--- src/rtl/swkr_pkg.sv ---
`timescale 1ns / 1ps
`default_nettype none
package swkr_pkg;

   localparam int STACK_DEPTH = 16;
   localparam int IDX_W       = $clog2(STACK_DEPTH);
   localparam int CNT_W       = $clog2(STACK_DEPTH + 1);
   localparam int OUT_CNT_W   = 5;

   localparam logic [1:0] MODE_PUSH   = 2'd0;
   localparam logic [1:0] MODE_POP    = 2'd1;
   localparam logic [1:0] MODE_REMOVE = 2'd2;

   localparam logic [1:0] ST_OK        = 2'd0;
   localparam logic [1:0] ST_POP_EMPTY = 2'd1;
   localparam logic [1:0] ST_PUSH_FULL = 2'd2;

   typedef enum logic [1:0] {
      OP_NOP    = 2'd0,
      OP_PUSH   = 2'd1,
      OP_POP    = 2'd2,
      OP_REMOVE = 2'd3
   } op_type;

   typedef struct packed {
      logic [1:0]         mode;
      logic signed [31:0] value;
   } req_type;

   typedef struct packed {
      logic signed [31:0]     popped_value;
      logic [1:0]             status;
      logic                   is_empty;
      logic [OUT_CNT_W-1:0]   entry_count;
      logic [OUT_CNT_W-1:0]   removed_count;
   } rsp_type;

   typedef struct packed {
      op_type             op;
      logic signed [31:0] value;
   } cmd_type;

endpackage
`default_nettype wire

--- src/rtl/stack_with_key_removal_top.sv ---
// Push, no-op and rejected commands are finished as they are taken; a pop reads its entry and
// answers from S_POP; a remove walks the entries in S_REMOVE and compacts the kept ones.
// No new command is taken while a pop or remove is in flight, nor while the result queue is full.
// 2-deep command and result queues decouple.
// Reset: synchronous, active high; empties both queues and the stack; entry memory is not cleared.
`timescale 1ns / 1ps
`default_nettype none
module stack_with_key_removal_top (
   input  wire logic              clock,
   input  wire logic              reset,
   input  wire logic              push,
   output logic                   full,
   input  wire swkr_pkg::req_type req_data,
   output logic                   empty,
   input  wire logic              pop,
   output swkr_pkg::rsp_type      rsp_data
);

   swkr_pkg::cmd_type cmd;
   logic              cmd_valid;
   logic              cmd_take;
   logic              rsp_space;
   logic              rsp_wr;
   swkr_pkg::rsp_type rsp_wdata;

   swkr_front u_front (
      .clock     (clock),
      .reset     (reset),
      .push      (push),
      .full      (full),
      .req_data  (req_data),
      .cmd       (cmd),
      .cmd_valid (cmd_valid),
      .cmd_take  (cmd_take)
   );

   swkr_back u_back (
      .clock     (clock),
      .reset     (reset),
      .cmd       (cmd),
      .cmd_valid (cmd_valid),
      .cmd_take  (cmd_take),
      .rsp_space (rsp_space),
      .rsp_wr    (rsp_wr),
      .rsp_wdata (rsp_wdata)
   );

   swkr_rsp_queue u_rsp_queue (
      .clock    (clock),
      .reset    (reset),
      .wr       (rsp_wr),
      .wdata    (rsp_wdata),
      .space    (rsp_space),
      .empty    (empty),
      .pop      (pop),
      .rsp_data (rsp_data)
   );

endmodule
`default_nettype wire

--- src/rtl/swkr_front.sv ---
`timescale 1ns / 1ps
`default_nettype none
module swkr_front (
   input  wire logic              clock,
   input  wire logic              reset,
   input  wire logic              push,
   output logic                   full,
   input  wire swkr_pkg::req_type req_data,
   output swkr_pkg::cmd_type      cmd,
   output logic                   cmd_valid,
   input  wire logic              cmd_take
);

   swkr_pkg::cmd_type slot_ff [2];
   logic              wr_ptr_ff, wr_ptr_in;
   logic              rd_ptr_ff, rd_ptr_in;
   logic [1:0]        used_ff, used_in;
   swkr_pkg::cmd_type classified;
   logic              enq, deq;

   always_comb begin
      classified.value = req_data.value;
      case (req_data.mode)
         swkr_pkg::MODE_PUSH:   classified.op = swkr_pkg::OP_PUSH;
         swkr_pkg::MODE_POP:    classified.op = swkr_pkg::OP_POP;
         swkr_pkg::MODE_REMOVE: classified.op = swkr_pkg::OP_REMOVE;
         default:               classified.op = swkr_pkg::OP_NOP;
      endcase
   end

   assign full      = (used_ff == 2'd2);
   assign cmd_valid = (used_ff != 2'd0);
   assign cmd       = slot_ff[rd_ptr_ff];
   assign enq       = push && !full;
   assign deq       = cmd_take && cmd_valid;

   always_comb begin
      wr_ptr_in = enq ? !wr_ptr_ff : wr_ptr_ff;
      rd_ptr_in = deq ? !rd_ptr_ff : rd_ptr_ff;
      used_in   = used_ff + {1'b0, enq} - {1'b0, deq};
   end

   always_ff @(posedge clock) begin
      if (reset) begin
         wr_ptr_ff <= 1'b0;
         rd_ptr_ff <= 1'b0;
         used_ff   <= 2'd0;
      end else begin
         wr_ptr_ff <= wr_ptr_in;
         rd_ptr_ff <= rd_ptr_in;
         used_ff   <= used_in;
      end
   end

   always_ff @(posedge clock) begin
      if (enq) begin
         slot_ff[wr_ptr_ff] <= classified;
      end
   end

endmodule
`default_nettype wire

--- src/rtl/swkr_back.sv ---
`timescale 1ns / 1ps
`default_nettype none
module swkr_back (
   input  wire logic              clock,
   input  wire logic              reset,
   input  wire swkr_pkg::cmd_type cmd,
   input  wire logic              cmd_valid,
   output logic                   cmd_take,
   input  wire logic              rsp_space,
   output logic                   rsp_wr,
   output swkr_pkg::rsp_type      rsp_wdata
);

   typedef enum logic [2:0] {
      S_IDLE   = 3'b001,
      S_POP    = 3'b010,
      S_REMOVE = 3'b100
   } state_type;

   state_type                     state_ff, state_in;
   logic [swkr_pkg::CNT_W-1:0]    count_ff, count_in;
   logic [swkr_pkg::CNT_W-1:0]    rd_ff, rd_in;
   logic [swkr_pkg::CNT_W-1:0]    wr_ff, wr_in;
   logic [swkr_pkg::CNT_W-1:0]    removed_ff, removed_in;
   logic                          pend_ff, pend_in;
   logic signed [31:0]            key_ff, key_in;

   logic signed [31:0]            entry_store_ff [swkr_pkg::STACK_DEPTH];
   logic signed [31:0]            rd_data_ff;
   logic [swkr_pkg::IDX_W-1:0]    rd_addr;
   logic [swkr_pkg::IDX_W-1:0]    wr_addr;
   logic signed [31:0]            wr_data;
   logic                          wr_en;

   function automatic swkr_pkg::rsp_type make_rsp(
      input logic signed [31:0]         popped,
      input logic [1:0]                 status,
      input logic [swkr_pkg::CNT_W-1:0] count,
      input logic [swkr_pkg::CNT_W-1:0] removed
   );
      swkr_pkg::rsp_type r;
      r.popped_value  = popped;
      r.status        = status;
      r.is_empty      = (count == '0);
      r.entry_count   = swkr_pkg::OUT_CNT_W'(count);
      r.removed_count = swkr_pkg::OUT_CNT_W'(removed);
      return r;
   endfunction

   always_comb begin
      state_in   = state_ff;
      count_in   = count_ff;
      rd_in      = rd_ff;
      wr_in      = wr_ff;
      removed_in = removed_ff;
      pend_in    = pend_ff;
      key_in     = key_ff;
      cmd_take   = 1'b0;
      rsp_wr     = 1'b0;
      rsp_wdata  = make_rsp('0, swkr_pkg::ST_OK, count_ff, '0);
      rd_addr    = '0;
      wr_addr    = swkr_pkg::IDX_W'(count_ff);
      wr_data    = cmd.value;
      wr_en      = 1'b0;
      case (state_ff)
         S_IDLE: begin
            if (cmd_valid && rsp_space) begin
               cmd_take = 1'b1;
               case (cmd.op)
                  swkr_pkg::OP_PUSH: begin
                     rsp_wr = 1'b1;
                     if (count_ff == swkr_pkg::CNT_W'(swkr_pkg::STACK_DEPTH)) begin
                        rsp_wdata = make_rsp('0, swkr_pkg::ST_PUSH_FULL, count_ff, '0);
                     end else begin
                        wr_en     = 1'b1;
                        count_in  = count_ff + 1'b1;
                        rsp_wdata = make_rsp('0, swkr_pkg::ST_OK, count_in, '0);
                     end
                  end
                  swkr_pkg::OP_POP: begin
                     if (count_ff == '0) begin
                        rsp_wr    = 1'b1;
                        rsp_wdata = make_rsp('0, swkr_pkg::ST_POP_EMPTY, count_ff, '0);
                     end else begin
                        count_in = count_ff - 1'b1;
                        rd_addr  = swkr_pkg::IDX_W'(count_in);
                        state_in = S_POP;
                     end
                  end
                  swkr_pkg::OP_REMOVE: begin
                     key_in     = cmd.value;
                     rd_in      = '0;
                     wr_in      = '0;
                     removed_in = '0;
                     pend_in    = 1'b0;
                     state_in   = S_REMOVE;
                  end
                  default: begin
                     rsp_wr = 1'b1;
                  end
               endcase
            end
         end
         S_POP: begin
            rsp_wr    = 1'b1;
            rsp_wdata = make_rsp(rd_data_ff, swkr_pkg::ST_OK, count_ff, '0);
            state_in  = S_IDLE;
         end
         S_REMOVE: begin
            // read of slot rd overlaps compare/write-back of slot rd-1; wr never passes rd
            if (pend_ff) begin
               if (rd_data_ff == key_ff) begin
                  removed_in = removed_ff + 1'b1;
               end else begin
                  wr_en   = 1'b1;
                  wr_addr = swkr_pkg::IDX_W'(wr_ff);
                  wr_data = rd_data_ff;
                  wr_in   = wr_ff + 1'b1;
               end
            end
            if (rd_ff < count_ff) begin
               rd_addr = swkr_pkg::IDX_W'(rd_ff);
               rd_in   = rd_ff + 1'b1;
               pend_in = 1'b1;
            end else begin
               pend_in = 1'b0;
            end
            if (!pend_ff && (rd_ff == count_ff)) begin
               count_in  = wr_ff;
               rsp_wr    = 1'b1;
               rsp_wdata = make_rsp('0, swkr_pkg::ST_OK, wr_ff, removed_ff);
               state_in  = S_IDLE;
            end
         end
         default: begin
            state_in = S_IDLE;
         end
      endcase
   end

   always_ff @(posedge clock) begin
      if (reset) begin
         state_ff   <= S_IDLE;
         count_ff   <= '0;
         rd_ff      <= '0;
         wr_ff      <= '0;
         removed_ff <= '0;
         pend_ff    <= 1'b0;
      end else begin
         state_ff   <= state_in;
         count_ff   <= count_in;
         rd_ff      <= rd_in;
         wr_ff      <= wr_in;
         removed_ff <= removed_in;
         pend_ff    <= pend_in;
      end
   end

   always_ff @(posedge clock) begin
      key_ff <= key_in;
   end

   always_ff @(posedge clock) begin
      if (wr_en) begin
         entry_store_ff[wr_addr] <= wr_data;
      end
      rd_data_ff <= entry_store_ff[rd_addr];
   end

endmodule
`default_nettype wire

--- src/rtl/swkr_rsp_queue.sv ---
`timescale 1ns / 1ps
`default_nettype none
module swkr_rsp_queue (
   input  wire logic              clock,
   input  wire logic              reset,
   input  wire logic              wr,
   input  wire swkr_pkg::rsp_type wdata,
   output logic                   space,
   output logic                   empty,
   input  wire logic              pop,
   output swkr_pkg::rsp_type      rsp_data
);

   swkr_pkg::rsp_type slot_ff [2];
   logic              wr_ptr_ff, wr_ptr_in;
   logic              rd_ptr_ff, rd_ptr_in;
   logic [1:0]        used_ff, used_in;
   logic              enq, deq;

   assign space    = (used_ff != 2'd2);
   assign empty    = (used_ff == 2'd0);
   assign rsp_data = slot_ff[rd_ptr_ff];
   assign enq      = wr && space;
   assign deq      = pop && !empty;

   always_comb begin
      wr_ptr_in = enq ? !wr_ptr_ff : wr_ptr_ff;
      rd_ptr_in = deq ? !rd_ptr_ff : rd_ptr_ff;
      used_in   = used_ff + {1'b0, enq} - {1'b0, deq};
   end

   always_ff @(posedge clock) begin
      if (reset) begin
         wr_ptr_ff <= 1'b0;
         rd_ptr_ff <= 1'b0;
         used_ff   <= 2'd0;
      end else begin
         wr_ptr_ff <= wr_ptr_in;
         rd_ptr_ff <= rd_ptr_in;
         used_ff   <= used_in;
      end
   end

   always_ff @(posedge clock) begin
      if (enq) begin
         slot_ff[wr_ptr_ff] <= wdata;
      end
   end

endmodule
`default_nettype wire

--- config.mk ---
export PLATFORM = sky130hd
export DESIGN_NAME = stack_with_key_removal_top
export DESIGN_NICKNAME = d
export VERILOG_FILES = /design/src/rtl/swkr_pkg.sv /design/src/rtl/stack_with_key_removal_top.sv /design/src/rtl/swkr_front.sv /design/src/rtl/swkr_back.sv /design/src/rtl/swkr_rsp_queue.sv
export SDC_FILE = /design/constraint.sdc
export NUM_CORES = 1
export LEC_CHECK = 0
export ABC_AREA = 1
export BUFFER_PORTS_ARGS = -buffer_cell sky130_fd_sc_hd__buf_2
export CAP_MARGIN = 0
export CELL_PAD_IN_SITES_DETAIL_PLACEMENT = 2
export CELL_PAD_IN_SITES_GLOBAL_PLACEMENT = 2
export CORE_ASPECT_RATIO = 0.9
export CORE_UTILIZATION = 40
export DETAILED_ROUTE_END_ITERATION = 7
export GPL_TIMING_DRIVEN = 0
export PLACE_DENSITY_LB_ADDON = 0.1
export SYNTH_ARGS = -nofsm -noshare
export SYNTH_HDL_FRONTEND = slang
export SYNTH_SLANG_ARGS = --single-unit
--- constraint.sdc ---
create_clock -name clock -period 5.9 [get_ports clock]
set_input_delay 0.295 -clock clock [delete_from_list [all_inputs] [get_ports clock]]
set_output_delay 0.295 -clock clock [all_outputs]
set_load 0.05 [all_outputs]
==> metrics.cfg, run 1 <==
[status]
outcome = completed

[synth]
synth_edf_count = 702
ys_ff_latch = 768
avgSynthCellArea_um2 = 11.24
synth_nets = 3018
synth_top_area_share_pct = 63.41
synth_area_um2 = 33250
yosys_warnings = 0
yosysUniqueCellTypes = 42
synthArstFlopShare_pct = 0
synth.area.top_cells = edfxtp_1, nand3_1, nand2_1
synthFlopType = edfxtp_1
syn_inst = 2958
synth_top_area_cell = edfxtp_1
synth_seq_area_share_pct = 67.38

[global_route]
grt_pass1_vias = 26050
grt_pass1_wl_mm = 171.6
grt_max_degree = 30
grt_use_total_pct = 28.06
grt_antenna_before_repair = 1
overflow = 0

[power_and_ir_drop]
power_density_nw_per_um2 = 448.8
max-vdd-ir-drop_v = 0.0003270
cellLeakagePower_nw = 15.29

[route]
drtIter0Drc = 1689
vias = 23550
ant_nets = 0
firstDrtPassIters = 5
wirelength_mm = 117.4
routed_via_density = 5.434
drc = 0
routedWlPerCell_um = 27.10

[floorplan]
io_pins = 85
die-height_um = 275.5
initial_core_util_pct = 40.73
die-area_um2 = 84270
die_x_um = 305.9
core_um2 = 81630
rows = 99

[timing]
min_period_ps = 4690
maxSlewHeadroom_pct = 25.87
worst_pin_slew_ps = 1112
finalHoldViolations = 0
fin_ws_ps = 1210
hold_ws_ps = 80.79
post-route-period-util_pct = 79.49
setup-violations-final = 0
rsz0062_at_grt = no
slew_violations = 0
fmax_mhz = 213.2
clock_skew_ps = 26.18

[worst_hold_path]
holdCritPathClass = in -> reg

[critical_path]
critPathTopFamily = buffers and inverters
crit_chain = clkbuf_1 -> clkbuf_1 -> nand2_1 -> o21ai_0 -> inv_1 -> ha_1 -> inv_1 -> nor2_1 -> nand3_4 -> buf_4 -> buf_1 -> nand3_1 -> nand3_1 -> nand3_1 -> nand3_1 -> nand2_1
r2r_slack_ps = 1210
path_common_cell = nand3_1
critical-path-max-stage-delay_ps = 850
startpoint_type = flip-flop
end_kind = flip-flop
criticalPathCategory = reg -> reg
cp_slowest_cell = buf_1
critPathArrivalTime_ps = 5160
worstPathRequired_ps = 6370
crit_buf_inv = 6
worst-path-max-fanout = 10

[place]
place_congestion = 0.8697
dp_hpwl_mm = 84.39
io_buffers = 84
pre_cts_ws_ps = 1160

[cts]
cts_sinks = 768
clk_path_buf_depth = 3
post_cts_buffers = 0
cts_tree = done
root_buffer = clkbuf_16
clk-insertion-delay-late_ps = 650
cts_buffers = 83
htreeDepth = 3
path_clk_slew_ps = 60
ctsResizeCount = 0

[final_layout]
fin_nets = 3263
syn_to_final_growth_pct = 16.75
fillerInstances = 8162
drive_gt1_share_pct = 14.73

[run]
maxCapViolCount = 0

[cells in the final DEF (no fill, tap or decap), drive strengths merged, types with 22 or more instances in the layout]
master	n
dfxtp	66
edfxtp	702
buf	244
xnor2	25
nand3	622
clkbuf	160
inv	460
nand3b	97
clkinv	31
ha	22
a21oi	27
dlygate4sd3	33
nor2	99
mux2	77
nand2	495
o21ai	64
[Yosys cell counts, drive strengths merged, types with 4 or more instances]
| cell type | instances |
|---|---|
| nor2 | 99 |
| o21ai | 64 |
| dfxtp | 66 |
| nand4 | 4 |
| nor3 | 5 |
| inv | 456 |
| xor2 | 13 |
| a31oi | 4 |
| clkbuf | 44 |
| nand3b | 97 |
| mux2 | 77 |
| a21oi | 27 |
| ha | 22 |
| o221ai | 7 |
| nand2 | 495 |
| edfxtp | 702 |
| nand3 | 622 |
| xnor2 | 25 |
| buf | 117 |
[path summary, 6_finish.rpt]
check	to	cells past startpoint	start
max	u_back.rd_data_ff[22]	16	flip-flop
min	u_front.slot_ff[1][33]	3	req_data[33]
max reg2reg	u_back.rd_data_ff[22]	16	flip-flop
min reg2reg	u_rsp_queue.rd_ptr_ff	1	u_rsp_queue.rd_ptr_ff
[per-stage QoR]
stage | instances | area [um^2] | util, % | TNS, ps | total power (W)
finish | 4333 | 38810 | 47.55 | 0 | 0.01742
floorplan | 2958 | 33250 | - | 0 | 0.01023
global route | 4332 | 38810 | 47.55 | 0 | 0.01802
CTS | 4332 | 38810 | 47.55 | 0 | 0.01752
detailed placement | 4145 | 35920 | 44.00 | 0 | 0.01244
global placement | 4102 | 34990 | 42.87 | -169450 | 0.01205
[layout make-up]
| type | count | area [um^2] | share of cell area, % |
|---|---|---|---|
| sequential | 768 | 22400 | 57.72 |
| multi-input combinational | 1572 | 8527 | 21.97 |
| clock buffer | 116 | 2293 | 5.909 |
| inverter | 457 | 1715 | 4.420 |
| timing repair buffer | 160 | 1469 | 3.785 |
| tap | 1060 | 1326 | 3.417 |
| buffer | 161 | 808.3 | 2.082 |
| clock inverter | 38 | 270.3 | 0.6963 |
| antenna | 1 | 2.502 | 0.006447 |
[metal layers]
layer  up-vias  share of wire, %  track usage, %
met5         -                 0               0
li1      10560                 -               -
met3       160               3.9           2.979
met2       512                49           48.50
met1     12320                44           37.30
met4         0               2.8           8.596
[where the power goes]
group | internal (W) | switching, W
Clock | 0.00281 | 0.00223
Sequential | 0.00693 | 0.000266
Combinational | 0.00135 | 0.00384
[repair_timing]
action | 4_1_cts | 5_1_grt
endpoints found under the setup margin | 0 | 0
endpoints found under the hold margin | 66 | 0
hold buffers | 33 | 0
[worst register-to-register path, stage by stage (launching register included)]
cell      delay (ps)
dfxtp_1          320
clkbuf_1         540
clkbuf_1         490
nand2_1          110
o21ai_0          340
inv_1            160
ha_1             340
inv_1            120
nor2_1            70
nand3_4          170
buf_4            240
buf_1            850
nand3_1          180
nand3_1          150
nand3_1          100
nand3_1          130
nand2_1          200
[logic make-up after synthesis]
family | synth area share, %
and+or+nand+nor | 18.73
DFF | 67.38
buffers and inverters | 7.591
AOI/OAI and AO/OA | 1.863
muxes | 2.608
xor gates and xnor gates | 1.001
adders and majority gates | 0.8280
[state kept, by name, summed over array words and instances (netlist names), 2 cells and up, named ones only]
register and count:
u_back.entry_store_ff 512, u_rsp_queue.slot_ff 90, u_front.slot_ff 68, u_back.key_ff 32, u_back.rd_data_ff 32, u_back.count_ff 5
u_back.rd_ff 5, u_back.removed_ff 5, u_back.wr_ff 5, u_back.state_ff 3, u_front.used_ff 2, u_rsp_queue.used_ff 2
(Power assumes the default switching activity.)
==> inputs of run 2 (changes only) <==
ABC_AREA = 0   (was 1)
clock period = 4.8 ns   (was 5.9 ns; I/O delays follow)
==> run 2 against run 1 <==
  * Worst setup slack worse by 1100 ps
  * Critical endpoint is now u_back.entry_store_ff[4][13]
  * Clock skew is 3.5 ps lower
  * Synthesized cell count is 37% lower
  * Combinational power is 11% lower
  * Clock power is 29% higher
  * Cell area is 6.7% lower
  * Utilization is 0.72 points higher
  * Count of clock-buffer cells in the layout is 4 higher
==> metrics.cfg, run 2 <==
[final_layout]
fin_util_pct = 48.27
fin_nets = 2151
multi_input_area_um2 = 7669
fillerInstances = 6880
layout.cells.non_filler = 3180
top_regs = u_back.entry_store_ff: 512 flops, u_rsp_queue.slot_ff: 90 flops, u_front.slot_ff: 68 flops
largest_reg_flops = 512
syn_to_final_growth_pct = 19.05
top_register = u_back.entry_store_ff
regArea_um2 = 22400
drive_gt1_share_pct = 22.08
final_cell_mix = edfxtp_1, mux2i_1, nand2_1
final_area_um2 = 36200
layout.cells.most_common = edfxtp_1

[cts]
cts_buffers = 82
htreeDepth = 3
clk_path_buf_depth = 3
cts_sinks = 768
cts_tree = done
path_clk_slew_ps = 60
clk-insertion-delay-late_ps = 640
root_buffer = clkbuf_16

[critical_path]
worst-path-max-fanout = 12
r2r_end = u_back.entry_store_ff[4][13]
end_kind = flip-flop
r2r_slack_ps = 80
critPathArrivalTime_ps = 5060
critical-path-max-stage-delay_ps = 740
criticalPathCategory = reg -> reg
crit_chain = xor2_1 -> nor4_2 -> nand4_1 -> o211ai_1 -> clkbuf_1 -> clkbuf_2 -> a31oi_1 -> nor2_4 -> buf_16 -> buf_16
worstPathRequired_ps = 5140
reg2reg_depth = 10
reg2reg_from = u_back.rd_data_ff[1]
startpoint_type = flip-flop
path_common_cell = buf_16
crit_end = u_back.entry_store_ff[4][13]
cp_slowest_cell = nor4_2
critPathLaunch = u_back.rd_data_ff[1]

[floorplan]
io_pins = 85
die_x_um = 292.6
rows = 95
initial_core_util_pct = 40.55
die-area_um2 = 77140
die-height_um = 263.6
core_um2 = 75000

[global_route]
grt_max_degree = 46
grt_antenna_before_repair = 3
grt_pass1_vias = 19370
grt_pass1_wl_mm = 134.8
grt_use_total_pct = 24.34
overflow = 0

[route]
routedWlPerCell_um = 29.50
ant_nets = 0
drc = 0
drtIter0Drc = 1318
routed_via_density = 5.554
wirelength_mm = 93.80
vias = 17660
firstDrtPassIters = 5

[synth]
synth_area_um2 = 30410
synth_nets = 1912
synthTopCellsByCount = edfxtp_1, mux2i_1, nand2_1
synth.area.top_cells = edfxtp_1, mux2i_1, mux2_2
synth_top_area_cell = edfxtp_1
synth_top_area_share_pct = 69.32
yosysUniqueCellTypes = 60
synth_seq_area_share_pct = 73.66
yosysMostFrequentCell = edfxtp_1
ys_ff_latch = 768
yosys_warnings = 0
avgSynthCellArea_um2 = 16.42
synthArstFlopShare_pct = 0
synthFlopType = edfxtp_1
syn_inst = 1852
synth_edf_count = 702

[place]
dp_hpwl_mm = 61.29
placed_cells = 2984
pre_cts_ws_ps = -1055
place_area_um2 = 32970
place_congestion = 0.8128
io_buffers = 83

[run]
maxCapViolCount = 0

[power_and_ir_drop]
pwr-share-seq_pct = 43.9
power.share.clock_pct = 32.8
p_switching_w = 0.006225
p_int_w = 0.01354
swShare_pct = 31.49
cellLeakagePower_nw = 13.13
pwr-share-comb_pct = 23.3
power_density_nw_per_um2 = 546.0
max-vdd-ir-drop_v = 0.0003106

[timing]
finalHoldViolations = 0
slew_violations = 0
maxSlewHeadroom_pct = 19.75
min_period_ps = 4720
setup-violations-final = 0
worst_pin_slew_ps = 1204
post-route-period-util_pct = 98.33
rsz0062_at_grt = no
fin_ws_ps = 80.26
hold_ws_ps = 38.98
fmax_mhz = 211.9
clock_skew_ps = 22.67

[worst_hold_path]
holdCritPathClass = in -> reg

[status]
outcome = completed

==> run 2: cell count changes in the layout (fill, tap and decap cells not counted), sizes merged, moves of 39 or more <==
| cell | change |
|---|---|
| buf | -87 |
| mux2i | +165 |
| nor2 | -46 |
| nand2 | -343 |
| o21ai | -47 |
| nand3 | -577 |
| inv | -433 |
| nand3b | -96 |
| and2 | +39 |
| mux2 | +65 |
==> run 2: what timing repair did <==
| action | in CTS | in global routing |
|---|---|---|
| endpoints found under the hold margin | 68 | 0 |
| gates cloned | 0 | 1 |
| pin swaps | 5 | 0 |
| hold buffers | 34 | 0 |
| buffers inserted | 7 | 0 |
| endpoints found under the setup margin | 596 | 51 |
| gates resized for setup | 5 | 29 |
==> run 2: cell families (layout without fill, tap and decap cells) <==
family / after synthesis / after routing / synth area share (%)
flops: 768 / 768 / 73.66
simple gates: 348 / 349 / 5.493
mux: 307 / 307 / 10.81
compound gates: 231 / 231 / 5.954
buf+inv: 126 / 433 / 1.732
xor+xnor: 50 / 50 / 1.440
fa+ha+maj: 22 / 22 / 0.9052
other cells: 0 / 2 / 0
==> run 2: cell type report <==
| class | count | share of cell area [%] |
|---|---|---|
| Sequential cell | 768 | 61.88 |
| Multi-Input combinational cell | 959 | 21.18 |
| Clock buffer | 120 | 6.404 |
| Timing Repair Buffer | 155 | 4.413 |
| Tap cell | 1018 | 3.518 |
| Buffer | 100 | 1.230 |
| Clock inverter | 33 | 1.099 |
| Inverter | 25 | 0.2592 |
| Antenna cell | 2 | 0.01382 |
==> run 2: worst min path at each step <==
| stage | startpoint | to | slack, ps | cells after the start |
|---|---|---|---|---|
| floorplan | req_data[0] | u_front.slot_ff[0][0] | 340 | 0 |
| global placement | req_data[6] | u_front.slot_ff[0][6] | 430 | 1 |
| detailed placement | req_data[14] | u_front.slot_ff[0][14] | 430 | 1 |
| CTS | req_data[32] | u_front.slot_ff[1][33] | 9 | 3 |
| global route | req_data[32] | u_front.slot_ff[0][33] | 30 | 3 |
| finish | req_data[32] | u_front.slot_ff[0][33] | 40 | 3 |
==> run 2: critical path: cells and delay by family, from the launching register on <==
| kind | cells | cell delay (ps) |
|---|---|---|
| simple gates | 3 | 1730 |
| buf+inv | 4 | 1240 |
| compound gates | 2 | 750 |
| flops | 1 | 380 |
| xor+xnor | 1 | 290 |
==> run 2: metal layers <==
metal | routed length (um) | track usage [%] | vias up
li1 | - | - | 7690
met1 | 40590 | 32.31 | 9378
met2 | 46200 | 40.79 | 440
met3 | 4607 | 4.306 | 151
met4 | 2390 | 7.174 | 2
met5 | 13 | 0 | -
==> run 2: per-stage QoR <==
| stage | total power, W | setup TNS [ps] |
|---|---|---|
| 6_report | 0.01977 | 0 |
| 5_1_grt | 0.02044 | 0 |
| 4_1_cts | 0.01991 | 0 |
| 3_5_place_dp | 0.01338 | -351790 |
| 3_3_place_gp | 0.01304 | -1722690 |
| 2_1_floorplan | 0.01157 | 0 |
==> run 2: power groups by stage <==
stage	sequential, W	combinational (W)	clock, W
global route	0.00874	0.00489	0.00682
CTS	0.00869	0.00463	0.00659
floorplan	0.00870	0.00287	0
global placement	0.00882	0.00422	0
finish	0.00868	0.00461	0.00648
detailed placement	0.00882	0.00456	0
==> inputs of run 3 (changes only) <==
GPL_TIMING_DRIVEN = unset   (was 0)
==> run 3 against run 2 <==
  * Clock skew decreased by 2.8 ps
  * Maximum frequency increased by 4.7%
  * Cell count is 2.6% lower
  * Largest cell class unchanged
  * Cell area fell by 2.1%
  * Combinational power decreased by 6.5%
  * Worst setup slack improved by 210 ps
  * Sequential cell count unchanged
  * Routed wire length fell by 4.3%
  * Sequential share of layout area is 1.4 points higher
  * Via count is 2.5% lower
  * Register-to-register slack improved by 210 ps
  * Global-route usage decreased by 0.82 points
==> metrics.cfg, run 3 (synthesis gave the netlist of run 2 again) <==
[status]
outcome = completed

[cts]
post_cts_buffers = 0
clk-insertion-delay-late_ps = 620
cts_buffers = 82
clk_path_buf_depth = 3
cts_tree = done
htreeDepth = 3
root_buffer = clkbuf_16
cts_sinks = 768
path_clk_slew_ps = 60

[global_route]
overflow = 0
grt_use_total_pct = 23.51
grt_pass1_wl_mm = 131.7
grt_antenna_before_repair = 4
grt_max_degree = 65
grt_pass1_vias = 18970

[timing]
fmax_mhz = 221.8
fin_tns_setup_ps = 0
slew_violations = 0
clock_skew_ps = 19.85
post-route-period-util_pct = 93.94
worst_pin_slew_ps = 1174
finalHoldViolations = 0
setup-violations-final = 0
rsz0062_at_grt = no
min_period_ps = 4509
maxSlewHeadroom_pct = 21.37

[place]
place_congestion = 0.7935
io_buffers = 84
placed_cells = 2915
dp_hpwl_mm = 54.06

[critical_path]
cp_slowest_cell = a31oi_1
critPathLaunch = u_back.rd_data_ff[5]
criticalPathCategory = reg -> reg
critPathArrivalTime_ps = 4860
reg2reg_depth = 9
crit_chain = xor2_1 -> nor4_1 -> nand4_1 -> o211ai_1 -> buf_4 -> nor3b_1 -> a31oi_1 -> nor2_4 -> buf_12
reg2reg_from = u_back.rd_data_ff[5]
end_kind = flip-flop
critical-path-max-stage-delay_ps = 870
startpoint_type = flip-flop
worst-path-max-fanout = 26
r2r_end = u_back.entry_store_ff[9][13]
worstPathRequired_ps = 5150
r2r_slack_ps = 290
crit_end = u_back.entry_store_ff[9][13]

[route]
vias = 17230
firstDrtPassIters = 7
ant_nets = 0
routedWlPerCell_um = 28.97
routed_via_density = 5.561
drc = 0
drtIter0Drc = 1283
wirelength_mm = 89.76

[worst_hold_path]
holdCritPathClass = in -> reg

[power_and_ir_drop]
max-vdd-ir-drop_v = 0.0003273
p_int_w = 0.01331
pwr-share-comb_pct = 22.3
power.share.clock_pct = 32.3
pwr-share-seq_pct = 45.4
p_switching_w = 0.006011
power_density_nw_per_um2 = 545.4
cellLeakagePower_nw = 12.86
swShare_pct = 31.11

[floorplan]
io_pins = 85
die_x_um = 292.6
die-height_um = 263.6
rows = 95
die-area_um2 = 77140
core_um2 = 75000
initial_core_util_pct = 40.55

[final_layout]
fin_nets = 2073
syn_to_final_growth_pct = 16.50
layout.cells.most_common = edfxtp_1
antenna_cells = 0
top_register = u_back.entry_store_ff
drive_gt1_share_pct = 21.54
layout.cells.non_filler = 3098
top_regs = u_back.entry_store_ff: 512 flops, u_rsp_queue.slot_ff: 90 flops, u_front.slot_ff: 68 flops
largest_reg_flops = 512
final_cell_mix = edfxtp_1, mux2i_1, nand2_1

[run]
maxCapViolCount = 0

-- run 3: how the worst min path moves through the flow --
stage / slack (ps) / cells past startpoint / from / end
2_1_floorplan: 340 / 0 / req_data[0] / u_front.slot_ff[0][0]
3_3_place_gp: 430 / 1 / req_data[6] / u_front.slot_ff[0][6]
3_5_place_dp: 430 / 1 / req_data[17] / u_front.slot_ff[1][17]
4_1_cts: 10 / 3 / req_data[33] / u_front.slot_ff[0][33]
5_1_grt: 30 / 3 / req_data[33] / u_front.slot_ff[0][33]
6_report: 40 / 3 / req_data[33] / u_front.slot_ff[0][33]
-- run 3: power by group through the flow --
stage	Clock [W]	Sequential, W	Combinational (W)
after floorplan	0	0.00870	0.00287
after global placement	0	0.00887	0.00418
after detailed placement	0	0.00891	0.00432
after CTS	0.00637	0.00878	0.00437
after global routing	0.00660	0.00883	0.00460
final	0.00624	0.00877	0.00431
-- run 3: layout make-up --
class	count	area (um^2)
Inverter	25	93.84
Fill cell	6893	39580
Clock inverter	37	350.3
Multi-Input combinational cell	958	7670
Sequential cell	768	22400
Timing Repair Buffer	178	1381
Clock buffer	114	2255
Tap cell	1018	1274
-- run 3: layer usage --
layer	vias up	wire length, um	global-route usage, %
met3	133	3568	3.639
met2	380	43210	38.72
met4	4	2048	6.070
met5	-	23	0
li1	7526	-	-
met1	9185	40910	32.52
-- run 3: critical path: cells and delay by family (launching register included) --
family                 cells  cell delay, ps
AND/OR/NAND/NOR            4            1580
buffers and inverters      2             700
XOR/XNOR                   1             240
AO/OA/AOI/OAI              2            1180
flip-flops                 1             510
-- run 3: stage by stage --
stage	setup slack [ps]	total power [W]	cell area, um^2	util, %	hold slack (ps)
after floorplan	431.9	0.01157	30420	-	338.9
final	290.7	0.01932	35430	47.24	42.25
after global placement	437.7	0.01305	32500	43.33	428.2
after global routing	256.9	0.02003	35430	47.24	26.13
after CTS	391.6	0.01952	35430	47.24	11.33
after detailed placement	438.3	0.01323	32500	43.33	431.6
-- run 3: timing repair --
action | 4_1_cts | 5_1_grt
hold buffers | 32 | 0
hold endpoints to repair | 64 | 0
setup endpoints to repair | 0 | 0
resized for setup | 0 | 0
